### config.mk
export PLATFORM = sky130hd
export DESIGN_NAME = quad_point_line_rasterizer
export DESIGN_NICKNAME = d
export VERILOG_FILES = /design/src/design/qplr_pkg.sv /design/src/design/quad_point_line_rasterizer.sv /design/src/design/qplr_front.sv /design/src/design/qplr_queue.sv /design/src/design/qplr_back.sv
export SDC_FILE = /design/constraint.sdc
export NUM_CORES = 2
export LEC_CHECK = 0
export ABC_AREA = 1
export BUFFER_PORTS_ARGS = -buffer_cell sky130_fd_sc_hd__buf_2
export CAP_MARGIN = 5
export CORE_MARGIN = 5
export CORE_UTILIZATION = 47
export CTS_CLUSTER_SIZE = 10
export DETAILED_ROUTE_END_ITERATION = 7
export GPL_TIMING_DRIVEN = 0
export PLACE_DENSITY_LB_ADDON = 0.1
export SLEW_MARGIN = 15
export SYNTH_ARGS = -nofsm -noshare
export SYNTH_HDL_FRONTEND = slang
export SYNTH_SLANG_ARGS = --single-unit
### constraint.sdc
create_clock -name clk -period 12 [get_ports clk]
set_input_delay 0.6 -clock clk [delete_from_list [all_inputs] [get_ports clk]]
set_output_delay 0.6 -clock clk [all_outputs]
set_load 0.005 [all_outputs]
### src/design/qplr_pkg.sv
package qplr_pkg;

    localparam int PITCH_W     = 13;
    localparam int COLOR_W     = 8;
    localparam int STEP_PIXELS = 4;
    localparam int QUEUE_DEPTH = 4;
    localparam int QPTR_W      = $clog2(QUEUE_DEPTH);
    localparam int CREDIT_W    = $clog2(QUEUE_DEPTH + 1);

    localparam logic CMD_START    = 1'b0;
    localparam logic CMD_CONTINUE = 1'b1;

    localparam logic [PITCH_W-1:0] PITCH_RESET = 13'd640;

    typedef enum logic [3:0] {
        KIND_IDLE  = 4'b0001,
        KIND_VERT  = 4'b0010,
        KIND_HORIZ = 4'b0100,
        KIND_WALK  = 4'b1000
    } line_kind_t;

endpackage

### src/design/quad_point_line_rasterizer.sv
// Channel   Handshake              Payload
// input     push / full            command, x_start, y_start, x_end, y_end, pen_color
// result    empty / pop            addr_a..addr_d, write_a..write_d, pixel_color, line_done
// config    cfg_valid / cfg_ready  cfg_data (row_pitch)
//
// One item per cycle sustained while each result is popped; each item yields one result.
// The rate is set by the step unit, which updates the walk pointers and error once per item it takes.
// Reset: row_pitch is 640, no line is active and the line color is zero.
// full rises while four items sit between the input register and the step unit.
// A stalled pop holds the result register; the queue then fills and full follows.
module quad_point_line_rasterizer #(
    parameter int COORD_BITS = 12,
    parameter int ADDR_BITS  = 24
) (
    input  logic                         clk,
    input  logic                         rst_n,
    input  logic                         push,
    output logic                         full,
    input  logic                         command,
    input  logic [COORD_BITS-1:0]        x_start,
    input  logic [COORD_BITS-1:0]        y_start,
    input  logic [COORD_BITS-1:0]        x_end,
    input  logic [COORD_BITS-1:0]        y_end,
    input  logic [qplr_pkg::COLOR_W-1:0] pen_color,
    output logic                         empty,
    input  logic                         pop,
    output logic [ADDR_BITS-1:0]         addr_a,
    output logic [ADDR_BITS-1:0]         addr_b,
    output logic [ADDR_BITS-1:0]         addr_c,
    output logic [ADDR_BITS-1:0]         addr_d,
    output logic                         write_a,
    output logic                         write_b,
    output logic                         write_c,
    output logic                         write_d,
    output logic [qplr_pkg::COLOR_W-1:0] pixel_color,
    output logic                         line_done,
    input  logic                         cfg_valid,
    output logic                         cfg_ready,
    input  logic [qplr_pkg::PITCH_W-1:0] cfg_data
);
    import qplr_pkg::*;

    localparam int ENTRY_W = 3 * ADDR_BITS + 4 * COORD_BITS + 17;

    logic [PITCH_W-1:0] row_pitch_reg;
    logic               fe_valid;
    logic [ENTRY_W-1:0] fe_data;
    logic               q_valid;
    logic [ENTRY_W-1:0] q_data;
    logic               q_take;

    assign cfg_ready = 1'b1;

    always_ff @(posedge clk or negedge rst_n)
    begin
        if (!rst_n)
        begin
            row_pitch_reg <= PITCH_RESET;
        end
        else if (cfg_valid && cfg_ready)
        begin
            row_pitch_reg <= cfg_data;
        end
    end

    qplr_front #(
        .COORD_BITS (COORD_BITS),
        .ADDR_BITS  (ADDR_BITS)
    ) u_front (
        .clk         (clk),
        .rst_n       (rst_n),
        .push        (push),
        .full        (full),
        .command     (command),
        .x_start     (x_start),
        .y_start     (y_start),
        .x_end       (x_end),
        .y_end       (y_end),
        .pen_color   (pen_color),
        .row_pitch   (row_pitch_reg),
        .entry_valid (fe_valid),
        .entry_data  (fe_data),
        .entry_taken (q_take)
    );

    qplr_queue #(
        .WIDTH (ENTRY_W)
    ) u_queue (
        .clk      (clk),
        .rst_n    (rst_n),
        .wr_en    (fe_valid),
        .wr_data  (fe_data),
        .rd_en    (q_take),
        .rd_valid (q_valid),
        .rd_data  (q_data)
    );

    qplr_back #(
        .COORD_BITS (COORD_BITS),
        .ADDR_BITS  (ADDR_BITS)
    ) u_back (
        .clk         (clk),
        .rst_n       (rst_n),
        .row_pitch   (row_pitch_reg),
        .entry_valid (q_valid),
        .entry_data  (q_data),
        .entry_take  (q_take),
        .empty       (empty),
        .pop         (pop),
        .addr_a      (addr_a),
        .addr_b      (addr_b),
        .addr_c      (addr_c),
        .addr_d      (addr_d),
        .write_a     (write_a),
        .write_b     (write_b),
        .write_c     (write_c),
        .write_d     (write_d),
        .pixel_color (pixel_color),
        .line_done   (line_done)
    );

endmodule

### src/design/qplr_front.sv
module qplr_front #(
    parameter int COORD_BITS = 12,
    parameter int ADDR_BITS  = 24,
    localparam int ENTRY_W   = 3 * ADDR_BITS + 4 * COORD_BITS + 17
) (
    input  logic                        clk,
    input  logic                        rst_n,
    input  logic                        push,
    output logic                        full,
    input  logic                        command,
    input  logic [COORD_BITS-1:0]       x_start,
    input  logic [COORD_BITS-1:0]       y_start,
    input  logic [COORD_BITS-1:0]       x_end,
    input  logic [COORD_BITS-1:0]       y_end,
    input  logic [qplr_pkg::COLOR_W-1:0] pen_color,
    input  logic [qplr_pkg::PITCH_W-1:0] row_pitch,
    output logic                        entry_valid,
    output logic [ENTRY_W-1:0]          entry_data,
    input  logic                        entry_taken
);
    import qplr_pkg::*;

    localparam int CW = COORD_BITS;
    localparam int AW = ADDR_BITS;
    localparam int EW = COORD_BITS + 2;
    localparam int PW = PITCH_W + COORD_BITS;
    localparam int OW = (AW > PW + 1) ? AW : PW + 1;

    typedef struct packed {
        logic                 cmd;
        line_kind_t           kind;
        logic [AW-1:0]        ptr0;
        logic [AW-1:0]        ptr1;
        logic [AW-1:0]        ptrm;
        logic [CW-1:0]        steps;
        logic [CW-1:0]        major;
        logic [CW-1:0]        minor;
        logic signed [EW-1:0] err;
        logic                 down;
        logic                 xmaj;
        logic [COLOR_W-1:0]   color;
    } entry_t;

    function automatic logic [AW-1:0] offset_of(input logic [PITCH_W-1:0] pitch,
                                                input logic [CW-1:0] x,
                                                input logic [CW-1:0] y);
        logic [OW-1:0] sum;
        sum = OW'(pitch) * OW'(y) + OW'(x);
        return sum[AW-1:0];
    endfunction

    logic                  accept;
    logic [CREDIT_W-1:0]   credit_reg;
    logic [CREDIT_W-1:0]   credit_next;

    logic                  s1_valid_reg;
    logic                  s1_cmd_reg;
    logic [CW-1:0]         s1_xs_reg;
    logic [CW-1:0]         s1_ys_reg;
    logic [CW-1:0]         s1_xe_reg;
    logic [CW-1:0]         s1_ye_reg;
    logic [COLOR_W-1:0]    s1_color_reg;

    logic                  vert;
    logic                  swap;
    logic                  horiz;
    logic                  down;
    logic                  xmaj;
    logic [CW-1:0]         ylo;
    logic [CW-1:0]         yhi;
    logic [CW-1:0]         x1;
    logic [CW-1:0]         y1;
    logic [CW-1:0]         x2;
    logic [CW-1:0]         y2;
    logic [CW-1:0]         dx;
    logic [CW-1:0]         dy;
    logic [CW-1:0]         midx;
    logic [CW-1:0]         midy;
    logic [CW-1:0]         major;
    logic [CW-1:0]         minor;
    logic [CW-1:0]         steps;
    logic [CW:0]           vspan;
    logic signed [EW-1:0]  err;
    line_kind_t            kind;
    logic [CW-1:0]         p0x;
    logic [CW-1:0]         p0y;
    logic [CW-1:0]         p1x;
    logic [CW-1:0]         p1y;

    logic                  s2_valid_reg;
    logic                  s2_cmd_reg;
    line_kind_t            s2_kind_reg;
    logic [CW-1:0]         s2_p0x_reg;
    logic [CW-1:0]         s2_p0y_reg;
    logic [CW-1:0]         s2_p1x_reg;
    logic [CW-1:0]         s2_p1y_reg;
    logic [CW-1:0]         s2_midx_reg;
    logic [CW-1:0]         s2_midy_reg;
    logic [CW-1:0]         s2_steps_reg;
    logic [CW-1:0]         s2_major_reg;
    logic [CW-1:0]         s2_minor_reg;
    logic signed [EW-1:0]  s2_err_reg;
    logic                  s2_down_reg;
    logic                  s2_xmaj_reg;
    logic [COLOR_W-1:0]    s2_color_reg;

    entry_t                entry;

    assign full   = (credit_reg == CREDIT_W'(QUEUE_DEPTH));
    assign accept = push && !full;

    always_comb
    begin
        credit_next = credit_reg;
        if (accept && !entry_taken)
        begin
            credit_next = credit_reg + CREDIT_W'(1);
        end
        else if (!accept && entry_taken)
        begin
            credit_next = credit_reg - CREDIT_W'(1);
        end
    end

    always_ff @(posedge clk or negedge rst_n)
    begin
        if (!rst_n)
        begin
            credit_reg   <= '0;
            s1_valid_reg <= 1'b0;
            s2_valid_reg <= 1'b0;
        end
        else
        begin
            credit_reg   <= credit_next;
            s1_valid_reg <= accept;
            s2_valid_reg <= s1_valid_reg;
        end
    end

    always_ff @(posedge clk)
    begin
        if (accept)
        begin
            s1_cmd_reg   <= command;
            s1_xs_reg    <= x_start;
            s1_ys_reg    <= y_start;
            s1_xe_reg    <= x_end;
            s1_ye_reg    <= y_end;
            s1_color_reg <= pen_color;
        end
    end

    // classify the line and order its endpoints
    always_comb
    begin
        vert  = (s1_xs_reg == s1_xe_reg);
        ylo   = (s1_ys_reg < s1_ye_reg) ? s1_ys_reg : s1_ye_reg;
        yhi   = (s1_ys_reg < s1_ye_reg) ? s1_ye_reg : s1_ys_reg;
        swap  = (s1_xs_reg > s1_xe_reg);
        x1    = swap ? s1_xe_reg : s1_xs_reg;
        y1    = swap ? s1_ye_reg : s1_ys_reg;
        x2    = swap ? s1_xs_reg : s1_xe_reg;
        y2    = swap ? s1_ys_reg : s1_ye_reg;
        horiz = (y1 == y2);
        dx    = x2 - x1;
        down  = (y1 < y2);
        dy    = down ? (y2 - y1) : (y1 - y2);
        midx  = x1 + (dx >> 1);
        midy  = down ? (y1 + (dy >> 1)) : (y1 - (dy >> 1));
        xmaj  = (dx > dy);
        major = xmaj ? dx : dy;
        minor = xmaj ? dy : dx;
        err   = $signed({2'b00, minor}) - $signed({3'b000, major[CW-1:1]});
        vspan = {1'b0, yhi} - {1'b0, ylo} + (CW + 1)'(1);
        p0x   = x1;
        p0y   = y1;
        p1x   = x2;
        p1y   = y2;
        if (vert)
        begin
            kind  = KIND_VERT;
            p0x   = s1_xs_reg;
            p0y   = ylo;
            p1x   = s1_xs_reg;
            p1y   = yhi;
            steps = (row_pitch != '0) ? vspan[CW:1] : '0;
        end
        else if (horiz)
        begin
            kind  = KIND_HORIZ;
            steps = dx;
        end
        else
        begin
            kind  = KIND_WALK;
            steps = {2'b00, major[CW-1:2]};
        end
    end

    always_ff @(posedge clk)
    begin
        s2_cmd_reg   <= s1_cmd_reg;
        s2_kind_reg  <= kind;
        s2_p0x_reg   <= p0x;
        s2_p0y_reg   <= p0y;
        s2_p1x_reg   <= p1x;
        s2_p1y_reg   <= p1y;
        s2_midx_reg  <= midx;
        s2_midy_reg  <= midy;
        s2_steps_reg <= steps;
        s2_major_reg <= major;
        s2_minor_reg <= minor;
        s2_err_reg   <= err;
        s2_down_reg  <= down;
        s2_xmaj_reg  <= xmaj;
        s2_color_reg <= s1_color_reg;
    end

    // turn coordinates into byte offsets
    always_comb
    begin
        entry.cmd   = s2_cmd_reg;
        entry.kind  = s2_kind_reg;
        entry.ptr0  = offset_of(row_pitch, s2_p0x_reg, s2_p0y_reg);
        entry.ptr1  = offset_of(row_pitch, s2_p1x_reg, s2_p1y_reg);
        entry.ptrm  = offset_of(row_pitch, s2_midx_reg, s2_midy_reg);
        entry.steps = s2_steps_reg;
        entry.major = s2_major_reg;
        entry.minor = s2_minor_reg;
        entry.err   = s2_err_reg;
        entry.down  = s2_down_reg;
        entry.xmaj  = s2_xmaj_reg;
        entry.color = s2_color_reg;
    end

    assign entry_valid = s2_valid_reg;
    assign entry_data  = entry;

`ifndef SYNTHESIS
    a_credit_bound: assert property (@(posedge clk) disable iff (!rst_n)
        credit_reg <= CREDIT_W'(QUEUE_DEPTH))
        else $error("front credit count above queue depth");
    a_taken_has_credit: assert property (@(posedge clk) disable iff (!rst_n)
        (entry_taken || s2_valid_reg) |-> (credit_reg != '0))
        else $error("item in flight with no credit held");
`endif

endmodule

### src/design/qplr_queue.sv
module qplr_queue #(
    parameter int WIDTH = 8
) (
    input  logic             clk,
    input  logic             rst_n,
    input  logic             wr_en,
    input  logic [WIDTH-1:0] wr_data,
    input  logic             rd_en,
    output logic             rd_valid,
    output logic [WIDTH-1:0] rd_data
);
    import qplr_pkg::*;

    logic [WIDTH-1:0]    mem [QUEUE_DEPTH];
    logic [QPTR_W-1:0]   wr_ptr_reg;
    logic [QPTR_W-1:0]   rd_ptr_reg;
    logic [CREDIT_W-1:0] count_reg;
    logic [QPTR_W-1:0]   wr_ptr_next;
    logic [QPTR_W-1:0]   rd_ptr_next;
    logic [CREDIT_W-1:0] count_next;
    logic                do_rd;

    assign rd_valid = (count_reg != '0);
    assign rd_data  = mem[rd_ptr_reg];
    assign do_rd    = rd_en && rd_valid;

    always_comb
    begin
        wr_ptr_next = wr_ptr_reg;
        rd_ptr_next = rd_ptr_reg;
        count_next  = count_reg;
        if (wr_en)
        begin
            wr_ptr_next = (wr_ptr_reg == QPTR_W'(QUEUE_DEPTH - 1)) ? '0
                                                                  : wr_ptr_reg + QPTR_W'(1);
        end
        if (do_rd)
        begin
            rd_ptr_next = (rd_ptr_reg == QPTR_W'(QUEUE_DEPTH - 1)) ? '0
                                                                  : rd_ptr_reg + QPTR_W'(1);
        end
        if (wr_en && !do_rd)
        begin
            count_next = count_reg + CREDIT_W'(1);
        end
        else if (!wr_en && do_rd)
        begin
            count_next = count_reg - CREDIT_W'(1);
        end
    end

    always_ff @(posedge clk or negedge rst_n)
    begin
        if (!rst_n)
        begin
            wr_ptr_reg <= '0;
            rd_ptr_reg <= '0;
            count_reg  <= '0;
        end
        else
        begin
            wr_ptr_reg <= wr_ptr_next;
            rd_ptr_reg <= rd_ptr_next;
            count_reg  <= count_next;
        end
    end

    always_ff @(posedge clk)
    begin
        if (wr_en)
        begin
            mem[wr_ptr_reg] <= wr_data;
        end
    end

`ifndef SYNTHESIS
    a_no_overflow: assert property (@(posedge clk) disable iff (!rst_n)
        wr_en |-> (count_reg != CREDIT_W'(QUEUE_DEPTH)))
        else $error("write into a full queue");
`endif

endmodule

### src/design/qplr_back.sv
module qplr_back #(
    parameter int COORD_BITS = 12,
    parameter int ADDR_BITS  = 24,
    localparam int ENTRY_W   = 3 * ADDR_BITS + 4 * COORD_BITS + 17
) (
    input  logic                         clk,
    input  logic                         rst_n,
    input  logic [qplr_pkg::PITCH_W-1:0] row_pitch,
    input  logic                         entry_valid,
    input  logic [ENTRY_W-1:0]           entry_data,
    output logic                         entry_take,
    output logic                         empty,
    input  logic                         pop,
    output logic [ADDR_BITS-1:0]         addr_a,
    output logic [ADDR_BITS-1:0]         addr_b,
    output logic [ADDR_BITS-1:0]         addr_c,
    output logic [ADDR_BITS-1:0]         addr_d,
    output logic                         write_a,
    output logic                         write_b,
    output logic                         write_c,
    output logic                         write_d,
    output logic [qplr_pkg::COLOR_W-1:0] pixel_color,
    output logic                         line_done
);
    import qplr_pkg::*;

    localparam int CW = COORD_BITS;
    localparam int AW = ADDR_BITS;
    localparam int EW = COORD_BITS + 2;

    typedef struct packed {
        logic                 cmd;
        line_kind_t           kind;
        logic [AW-1:0]        ptr0;
        logic [AW-1:0]        ptr1;
        logic [AW-1:0]        ptrm;
        logic [CW-1:0]        steps;
        logic [CW-1:0]        major;
        logic [CW-1:0]        minor;
        logic signed [EW-1:0] err;
        logic                 down;
        logic                 xmaj;
        logic [COLOR_W-1:0]   color;
    } entry_t;

    entry_t                e;
    logic                  take;
    logic                  start;

    line_kind_t            kind_reg;
    logic [AW-1:0]         p0_reg;
    logic [AW-1:0]         p1_reg;
    logic [AW-1:0]         pmf_reg;
    logic [AW-1:0]         pmb_reg;
    logic [CW-1:0]         steps_reg;
    logic [CW-1:0]         major_reg;
    logic [CW-1:0]         minor_reg;
    logic signed [EW-1:0]  err_reg;
    logic                  down_reg;
    logic                  xmaj_reg;
    logic [COLOR_W-1:0]    color_reg;

    line_kind_t            s_kind;
    logic [AW-1:0]         s_p0;
    logic [AW-1:0]         s_p1;
    logic [AW-1:0]         s_pmf;
    logic [AW-1:0]         s_pmb;
    logic [CW-1:0]         s_steps;
    logic [CW-1:0]         s_major;
    logic [CW-1:0]         s_minor;
    logic signed [EW-1:0]  s_err;
    logic                  s_down;
    logic                  s_xmaj;
    logic [COLOR_W-1:0]    s_color;

    logic [AW-1:0]         pitch_a;
    logic [AW-1:0]         dy_ptr;
    logic [AW-1:0]         d_major;
    logic [AW-1:0]         d_both;

    line_kind_t            kind_next;
    logic [AW-1:0]         p0_next;
    logic [AW-1:0]         p1_next;
    logic [AW-1:0]         pmf_next;
    logic [AW-1:0]         pmb_next;
    logic [CW-1:0]         steps_next;
    logic signed [EW-1:0]  err_next;
    logic [AW-1:0]         adv;
    logic [AW-1:0]         a0;
    logic [AW-1:0]         a1;
    logic [AW-1:0]         a2;
    logic [AW-1:0]         a3;
    logic [3:0]            w;
    logic                  done;

    logic                  out_valid_reg;
    logic                  out_valid_next;
    logic [AW-1:0]         addr_a_reg;
    logic [AW-1:0]         addr_b_reg;
    logic [AW-1:0]         addr_c_reg;
    logic [AW-1:0]         addr_d_reg;
    logic [3:0]            write_reg;
    logic [COLOR_W-1:0]    color_out_reg;
    logic                  done_reg;

    assign e          = entry_data;
    assign take       = entry_valid && (!out_valid_reg || pop);
    assign entry_take = take;
    assign start      = (e.cmd == CMD_START);

    always_comb
    begin
        s_kind  = start ? e.kind  : kind_reg;
        s_p0    = start ? e.ptr0  : p0_reg;
        s_p1    = start ? e.ptr1  : p1_reg;
        s_pmf   = start ? e.ptrm  : pmf_reg;
        s_pmb   = start ? e.ptrm  : pmb_reg;
        s_steps = start ? e.steps : steps_reg;
        s_major = start ? e.major : major_reg;
        s_minor = start ? e.minor : minor_reg;
        s_err   = start ? e.err   : err_reg;
        s_down  = start ? e.down  : down_reg;
        s_xmaj  = start ? e.xmaj  : xmaj_reg;
        s_color = start ? e.color : color_reg;
    end

    // walk deltas follow the current row pitch
    always_comb
    begin
        pitch_a = AW'(row_pitch);
        dy_ptr  = s_down ? pitch_a : (AW'(0) - pitch_a);
        if (s_kind == KIND_VERT)
        begin
            d_major = pitch_a;
        end
        else
        begin
            d_major = s_xmaj ? AW'(1) : dy_ptr;
        end
        d_both = dy_ptr + AW'(1);
    end

    always_comb
    begin
        p0_next    = s_p0;
        p1_next    = s_p1;
        pmf_next   = s_pmf;
        pmb_next   = s_pmb;
        steps_next = s_steps;
        err_next   = s_err;
        adv        = d_major;
        a0         = '0;
        a1         = '0;
        a2         = '0;
        a3         = '0;
        w          = 4'b0000;
        done       = 1'b1;
        case (s_kind)
            KIND_VERT:
            begin
                if (s_steps != '0)
                begin
                    a0         = s_p0;
                    a1         = s_p1;
                    w          = 4'b0011;
                    p0_next    = s_p0 + d_major;
                    p1_next    = s_p1 - d_major;
                    steps_next = s_steps - CW'(1);
                end
                done = (steps_next == '0);
            end
            KIND_HORIZ:
            begin
                w[0] = (s_steps != '0);
                w[1] = (s_steps > CW'(1));
                w[2] = (s_steps > CW'(2));
                w[3] = (s_steps > CW'(3));
                a0   = w[0] ? s_p0 : '0;
                a1   = w[1] ? s_p0 + AW'(1) : '0;
                a2   = w[2] ? s_p0 + AW'(2) : '0;
                a3   = w[3] ? s_p0 + AW'(3) : '0;
                p0_next    = s_p0 + AW'(STEP_PIXELS);
                steps_next = w[3] ? s_steps - CW'(STEP_PIXELS) : '0;
                done       = !(s_steps > CW'(STEP_PIXELS));
            end
            KIND_WALK:
            begin
                a0 = s_p0;
                a1 = s_p1;
                a2 = s_pmf;
                a3 = s_pmb;
                w  = 4'b1111;
                if (s_steps != '0)
                begin
                    // a non-negative error also takes a minor-axis step
                    if (!s_err[EW-1])
                    begin
                        adv      = d_both;
                        err_next = s_err + $signed({2'b00, s_minor})
                                         - $signed({2'b00, s_major});
                    end
                    else
                    begin
                        err_next = s_err + $signed({2'b00, s_minor});
                    end
                    p0_next    = s_p0 + adv;
                    pmf_next   = s_pmf + adv;
                    p1_next    = s_p1 - adv;
                    pmb_next   = s_pmb - adv;
                    steps_next = s_steps - CW'(1);
                    done       = 1'b0;
                end
            end
            default:
            begin
                done = 1'b1;
            end
        endcase
        kind_next = done ? KIND_IDLE : s_kind;
    end

    always_comb
    begin
        out_valid_next = out_valid_reg;
        if (take)
        begin
            out_valid_next = 1'b1;
        end
        else if (pop)
        begin
            out_valid_next = 1'b0;
        end
    end

    always_ff @(posedge clk or negedge rst_n)
    begin
        if (!rst_n)
        begin
            kind_reg      <= KIND_IDLE;
            color_reg     <= '0;
            out_valid_reg <= 1'b0;
        end
        else
        begin
            out_valid_reg <= out_valid_next;
            if (take)
            begin
                kind_reg  <= kind_next;
                color_reg <= s_color;
            end
        end
    end

    always_ff @(posedge clk)
    begin
        if (take)
        begin
            p0_reg        <= p0_next;
            p1_reg        <= p1_next;
            pmf_reg       <= pmf_next;
            pmb_reg       <= pmb_next;
            steps_reg     <= steps_next;
            major_reg     <= s_major;
            minor_reg     <= s_minor;
            err_reg       <= err_next;
            down_reg      <= s_down;
            xmaj_reg      <= s_xmaj;
            addr_a_reg    <= a0;
            addr_b_reg    <= a1;
            addr_c_reg    <= a2;
            addr_d_reg    <= a3;
            write_reg     <= w;
            color_out_reg <= s_color;
            done_reg      <= done;
        end
    end

    assign empty       = !out_valid_reg;
    assign addr_a      = addr_a_reg;
    assign addr_b      = addr_b_reg;
    assign addr_c      = addr_c_reg;
    assign addr_d      = addr_d_reg;
    assign write_a     = write_reg[0];
    assign write_b     = write_reg[1];
    assign write_c     = write_reg[2];
    assign write_d     = write_reg[3];
    assign pixel_color = color_out_reg;
    assign line_done   = done_reg;

`ifndef SYNTHESIS
    a_writes_packed: assert property (@(posedge clk) disable iff (!rst_n)
        out_valid_reg |-> ((!write_reg[3] || write_reg[2]) && (!write_reg[2] || write_reg[1])
                           && (!write_reg[1] || write_reg[0])))
        else $error("pixel write enables not filled from the first lane");
    a_open_step_writes: assert property (@(posedge clk) disable iff (!rst_n)
        (out_valid_reg && !done_reg) |-> write_reg[0])
        else $error("step of an open line carries no pixel write");
`endif

endmodule
; ---- After elaboration in Yosys (flattened, before gate mapping)
; Memories as Yosys holds them, arrays and structs flattened.
; Index checks and enable logic that the tools add are counted.
[word_totals]
register_bits = 489
latch_bits = 0
ramBits = 548
rom_bits = 0
in_bits = 75
wordCells = 202
n_memories = 1
[memory_table]
columns = name, depth, word_bits, rd, rd_ports_with_merged_regs, wr, line
row1 = u_queue.mem, 4, 137, 1, 0, 1, qplr_queue.sv:14  ; logic [WIDTH-1:0] mem [QUEUE_DEPTH];
[op_classes]
add_sub_neg = 34
n_mul = 3
n_div = 0
n_lt_le_gt_ge = 8
eq_ne = 8
shifts = 0
muxes = 77
bitwise_logic = 0
n_reduce_logical = 23
[op_table]
columns = cell, count
row1 = 2-to-1 mux 24 bit, 23
row2 = 2-to-1 mux 12 bit, 23
row3 = case mux 24 bit (2 select lines), 4
row4 = case mux 24 bit (3 select lines), 2
row5 = adder 24 x 12 -> 24 bit, 3
row6 = adder 24 bit, 3
row7 = multiplier 13 x 12 -> 24 bit, 3
row8 = subtractor 24 bit, 3
row9 = 2-to-1 mux 14 bit, 4
row10 = "adder 24 x 1 -> 24 bit, second input constant", 2
row11 = "adder 24 x 2 -> 24 bit, second input constant", 2
row12 = case mux 12 bit (3 select lines), 1
row13 = subtractor 12 bit, 3
row14 = adder 12 x 11 -> 12 bit, 2
row15 = "adder 24 x 3 -> 24 bit, second input constant", 1
row16 = equality test 12 bit, 2
row17 = greater-than comparator 12 bit, 2
row18 = "greater-than comparator 12 x 2 -> 1 bit, second input constant", 2
row19 = less-than comparator 12 bit, 2
row20 = adder 14 x 13 -> 14 bit, 1
row21 = "subtractor 1 x 13 -> 14 bit, first input constant", 1
row22 = subtractor 14 x 13 -> 14 bit, 1
row23 = "adder 13 x 1 -> 13 bit, second input constant", 1
row24 = nonzero test 13 bit, 1
row25 = other kinds (30), 61

; ---- Logic depth before layout (Yosys ltp)
; An unclocked memory read counts as a cell.
[depth]
word_depth = 11
depth_mapped = 53
depth_no_buf = 48

; ---- By module
; Synthesis repeated with hierarchy kept, for this count alone.
[unflattened]
cells_unflattened = 8499
hier_area_um2 = 74097.3
[by_module_without_submodules]
columns = mod, instances, cells_per_inst, area_each_um2, seq_area_each_um2
row1 = qplr_front, 1, 3421, 26975.9, 4539.4
row2 = qplr_back, 1, 3369, 24373.4, 8044.0
row3 = qplr_queue, 1, 1652, 22240.1, 16631.0
row4 = quad_point_line_rasterizer, 1, 57, 508.0, 327.8

; ---- Least setup slack after synthesis
; Ideal clock, no wire load.
[synth_timing]
path_type = in2reg
from = input port pop
to = register u_back.kind_reg[3]
setup_time_ps = 479
arrival_ps = 8328
required_time_ps = 11521
setup_slack_ps = 3193
cell_stages = 6
cell_sequence = nor2_1 > inv_1 > o31ai_1 > inv_1 > clkbuf_1 > o21ai_0
[synth_between]
elab_chain_len = 2
[synth_rtl]
columns = item, line
row1 = from (decl), quad_point_line_rasterizer.sv:26  ; input logic pop,
row2 = logical OR 1 bit, qplr_back.sv:107  ; assign take = entry_valid && (!out_valid_reg || pop);
row3 = logical AND 1 bit, qplr_back.sv:107
row4 = via q_take, quad_point_line_rasterizer.sv:50  ; logic q_take;
row5 = to (signal assigned), qplr_back.sv:248  ; kind_reg <= kind_next;
row6 = to (decl), qplr_back.sv:50  ; line_kind_t kind_reg;
; The timed path passes the listed nets, and every way through them passes these cells.
; A chain may end at the register's enable or synchronous reset.

; ---- Final worst setup path
[layout_timing]
from = register u_queue.rd_ptr_reg[1]
to = register u_back.pmb_reg[23], data pin
[layout_between]
elab_chain_len = 11
word_cells_on_any_way = 20
cone_classes = 2 x add/sub / 2 x eq/ne / 14 x mux / 1 x reduce/logical / 1 x memory
[layout_rtl]
columns = item, line
row1 = from (decl), qplr_queue.sv:16  ; logic [QPTR_W-1:0] rd_ptr_reg;
row2 = from (signal assigned), qplr_queue.sv:63  ; rd_ptr_reg <= rd_ptr_next;
row3 = memory (4 x 137 bit) (*), n/a
row4 = branches (longest 9 deep; another with adder 24 x 1 -> 24 bit), n/a
row5 = 2-to-1 mux 24 bit (*), qplr_back.sv:158  ; case (s_kind)
row6 = via u_back.pmb_next[23], qplr_back.sv:85  ; logic [AW-1:0] pmb_next;
row7 = to (signal assigned), qplr_back.sv:261  ; pmb_reg <= pmb_next;
row8 = to (decl), qplr_back.sv:54  ; logic [AW-1:0] pmb_reg;
; Mark *: on every way through the listed nets, which the timed path passes. The select of a mux whose other input is x is not followed.

==> reports/results.txt <==
Outcome: completed
Grt ovf: 0
Crit. Startpoint: u_queue.rd_ptr_reg[1]
Synthesized area: 70,500 um2
Critical path's most frequent cell: nand2_1
CTS root buf: clkbuf_16
CP max stage delay: 0.66 ns
R2r endpoint: u_back.pmb_reg[23]
Hold crit path type: in2reg
ANT nets after route: 0
FP Rows: 142
Cell taking the most area after synthesis: edfxtp_1
Final setup vio count: 0
Final #Nets: 9,187
Vias per Instance: 5.58
Initial antenna violation count: 7
Cell with the most instances after synthesis: nand2_1
Worst slew pin tran: 1.36 ns
Drt pass-1 iters: 6
Global-route wire length before repair: 378,000 um
RSZ-0062 raised after global routing: false
Die height: 397 um
Vias: 57,900
Clock insertion delay at the later pin of the skew report: 0.82 ns
Core box area: 149,000 um2
Reg2reg start: u_queue.rd_ptr_reg[1]
Crit path kind: reg2reg
Slew Limit Fails: 0
# fillers: 14,000
Hold depth: 3
Post-Syn Nets: 8,811
CTS tree: done
Setup bufs post-CTS: 0
Routed len/inst: 25.1 um
Register area: 29,300 um2
MaxCap Viol Count: 0
Largest reg by FF count: u_queue.mem
Initial Utilization: 47.2%
Routability-driven placement congestion ratio: 0.999
Largest register FFs: 540
CTS Buf Count: 119
Die ar.: 158,000 um2
Largest net degree at the start of global routing: 81
Main flop type after synthesis: edfxtp_1
Final Hold Viols: 0
Reg clk slew, reported paths: 0.06 ns
Layout Cells excl Fill: 10,400
Max Clk Rate: 115 MHz
Clk_skew: 0.137 ns
Crit. End Element: register
Cells after Synth: 7,899
Yosys cell types: 71
EDFF count, synth: 854
Asr flop ratio synth: 3.70%
Post-Syn Area per Cell: 8.92 um2
Yosys synthesis warning count: 0
FF+latch count, synth: 1,027
DRT iter0 DRCs: 6,450
Worst path required time: 12.46 ns
# clock sinks: 1,027
CTS max path bufs: 3
Area of the multi-input gates: 35,200 um2
R2R depth: 35
Placed Cells: 10,100
Hpwl dp: 206,000 um
Worst setup path end: u_back.pmb_reg[23]
Share of layout cells above drive strength 1: 6.51%
Reg2reg setup slack: 3.32 ns
Synth top area share: 36.4%
Worst Path Arrival: 9.15 ns
Vias in the first global route: 55,600
I/O Buffers: 185
Startpoint types: register
Slew headroom: 9.46%
H-tree levels: 3
# IOs: 187
Area Overhead vs Synth: 11.4%
Tmin final: 8.68 ns
DRC violation count after routing: 0
Final period util: 72.4%
Register area share after synthesis: 41.6%
Crit-path max FO: 10
Top post-synthesis cells by area: edfxtp_1 (36%), fa_1 (11%), nand2_1 (8.8%)
Post-synth top cells: nand2_1 (1,657), inv_1 (1,205), edfxtp_1 (854)
Die Width: 397 um
Total Routing Usage GR: 32.7%
Hold_ws: 0.0982 ns
WL final: 261,000 um
CP max stage cell: clkbuf_1
cell type report:
type / instances / area share, %
antenna: 5 / 0.0159
buffer: 309 / 1.71
sequential: 1027 / 37.3
multi-input combinational: 5331 / 44.9
clock inverter: 24 / 0.537
timing repair buffer: 255 / 2.29
inverter: 1232 / 5.93
tap: 2016 / 3.21
clock buffer: 182 / 4.12
cells in the final DEF (no fill, tap or decap), types with 9 or more instances in the layout:
cell type / Yosys / final
nand2_4: 11 / 11
nor3_1: 30 / 30
nand2_1: 1657 / 1657
o21a_1: 22 / 22
nand3_1: 212 / 212
buf_1: 78 / 78
or2_2: 9 / 9
o21ai_2: 29 / 33
nor2_1: 645 / 643
xnor2_1: 73 / 73
o21bai_1: 14 / 14
a21o_1: 14 / 14
o221ai_1: 30 / 30
buf_2: 26 / 210
o211ai_1: 28 / 28
ha_1: 463 / 463
inv_1: 1205 / 1201
dlygate4sd3_1: 0 / 59
inv_2: 21 / 21
nand4_1: 32 / 32
edfxtp_1: 854 / 854
o21ai_1: 30 / 32
nand2_2: 43 / 43
dfxtp_1: 135 / 135
o22ai_1: 163 / 163
fa_1: 374 / 374
clkinv_1: 5 / 10
clkbuf_1: 186 / 244
o21ai_0: 741 / 735
o31ai_1: 11 / 10
dfrtp_1: 35 / 35
xor2_1: 200 / 200
a21oi_1: 336 / 336
a31oi_1: 65 / 65
clkbuf_16: 0 / 119
a21boi_0: 16 / 16
worst max-delay path, delay by kind of cell, from the launching register on:
family,cells,cell delay (ns)
adder cells (fa/ha/maj),1,0.40
AND/OR/NAND/NOR,13,1.72
buffers and inverters,9,2.31
flip-flops,1,0.35
AO/OA/AOI/OAI,12,3.49
timing repair:
action	in CTS	in global routing
resized for setup	0	0
hold buffers	58	1
endpoints found under the hold margin	58	24
through the flow:
stage               util, %  setup WS (ns)  area [um2]  setup TNS (ns)
finish                 52.5           3.32       78500               0
global route           52.5           2.90       78500               0
CTS                    52.5           3.33       78500               0
detailed placement     49.7           3.49       74300               0
global placement       49.5          -1.31       73900         -292.22
floorplan                 -           3.19       70500               0
worst min path at each step:
stage | slack [ns] | endpoint | start
global route | 0.09 | u_front.s1_valid_reg | push
global placement | 0.33 | u_front.s2_color_reg[3] | u_front.s1_color_reg[3]
finish | 0.1 | u_front.s1_valid_reg | push
detailed placement | 0.33 | u_front.s2_color_reg[3] | u_front.s1_color_reg[3]
floorplan | 0.30 | row_pitch_reg[0] | rst_n
CTS | 0.008 | u_front.s1_valid_reg | rst_n
routing by layer:
| metal | GRT usage, % | wire length [um] | part of all wire [%] |
|---|---|---|---|
| met3 | 5.51 | 22100 | 8.5 |
| met4 | 15.3 | 14200 | 5.4 |
| met1 | 44.6 | 109000 | 42 |
| met5 | 0 | 0 | 0 |
| met2 | 51.0 | 116000 | 44 |
cell families after synthesis:
group / synth area share, %
mux: 0.0462
other cells: 0.00532
compound gates: 12.2
flops: 41.6
fa+ha+maj: 18.8
buf+inv: 8.46
xor+xnor: 3.44
simple gates: 15.4
Power is left out: the tool's default activity adds up to more than one toggle a clock period on the data nets, which glitch-free logic cannot reach.
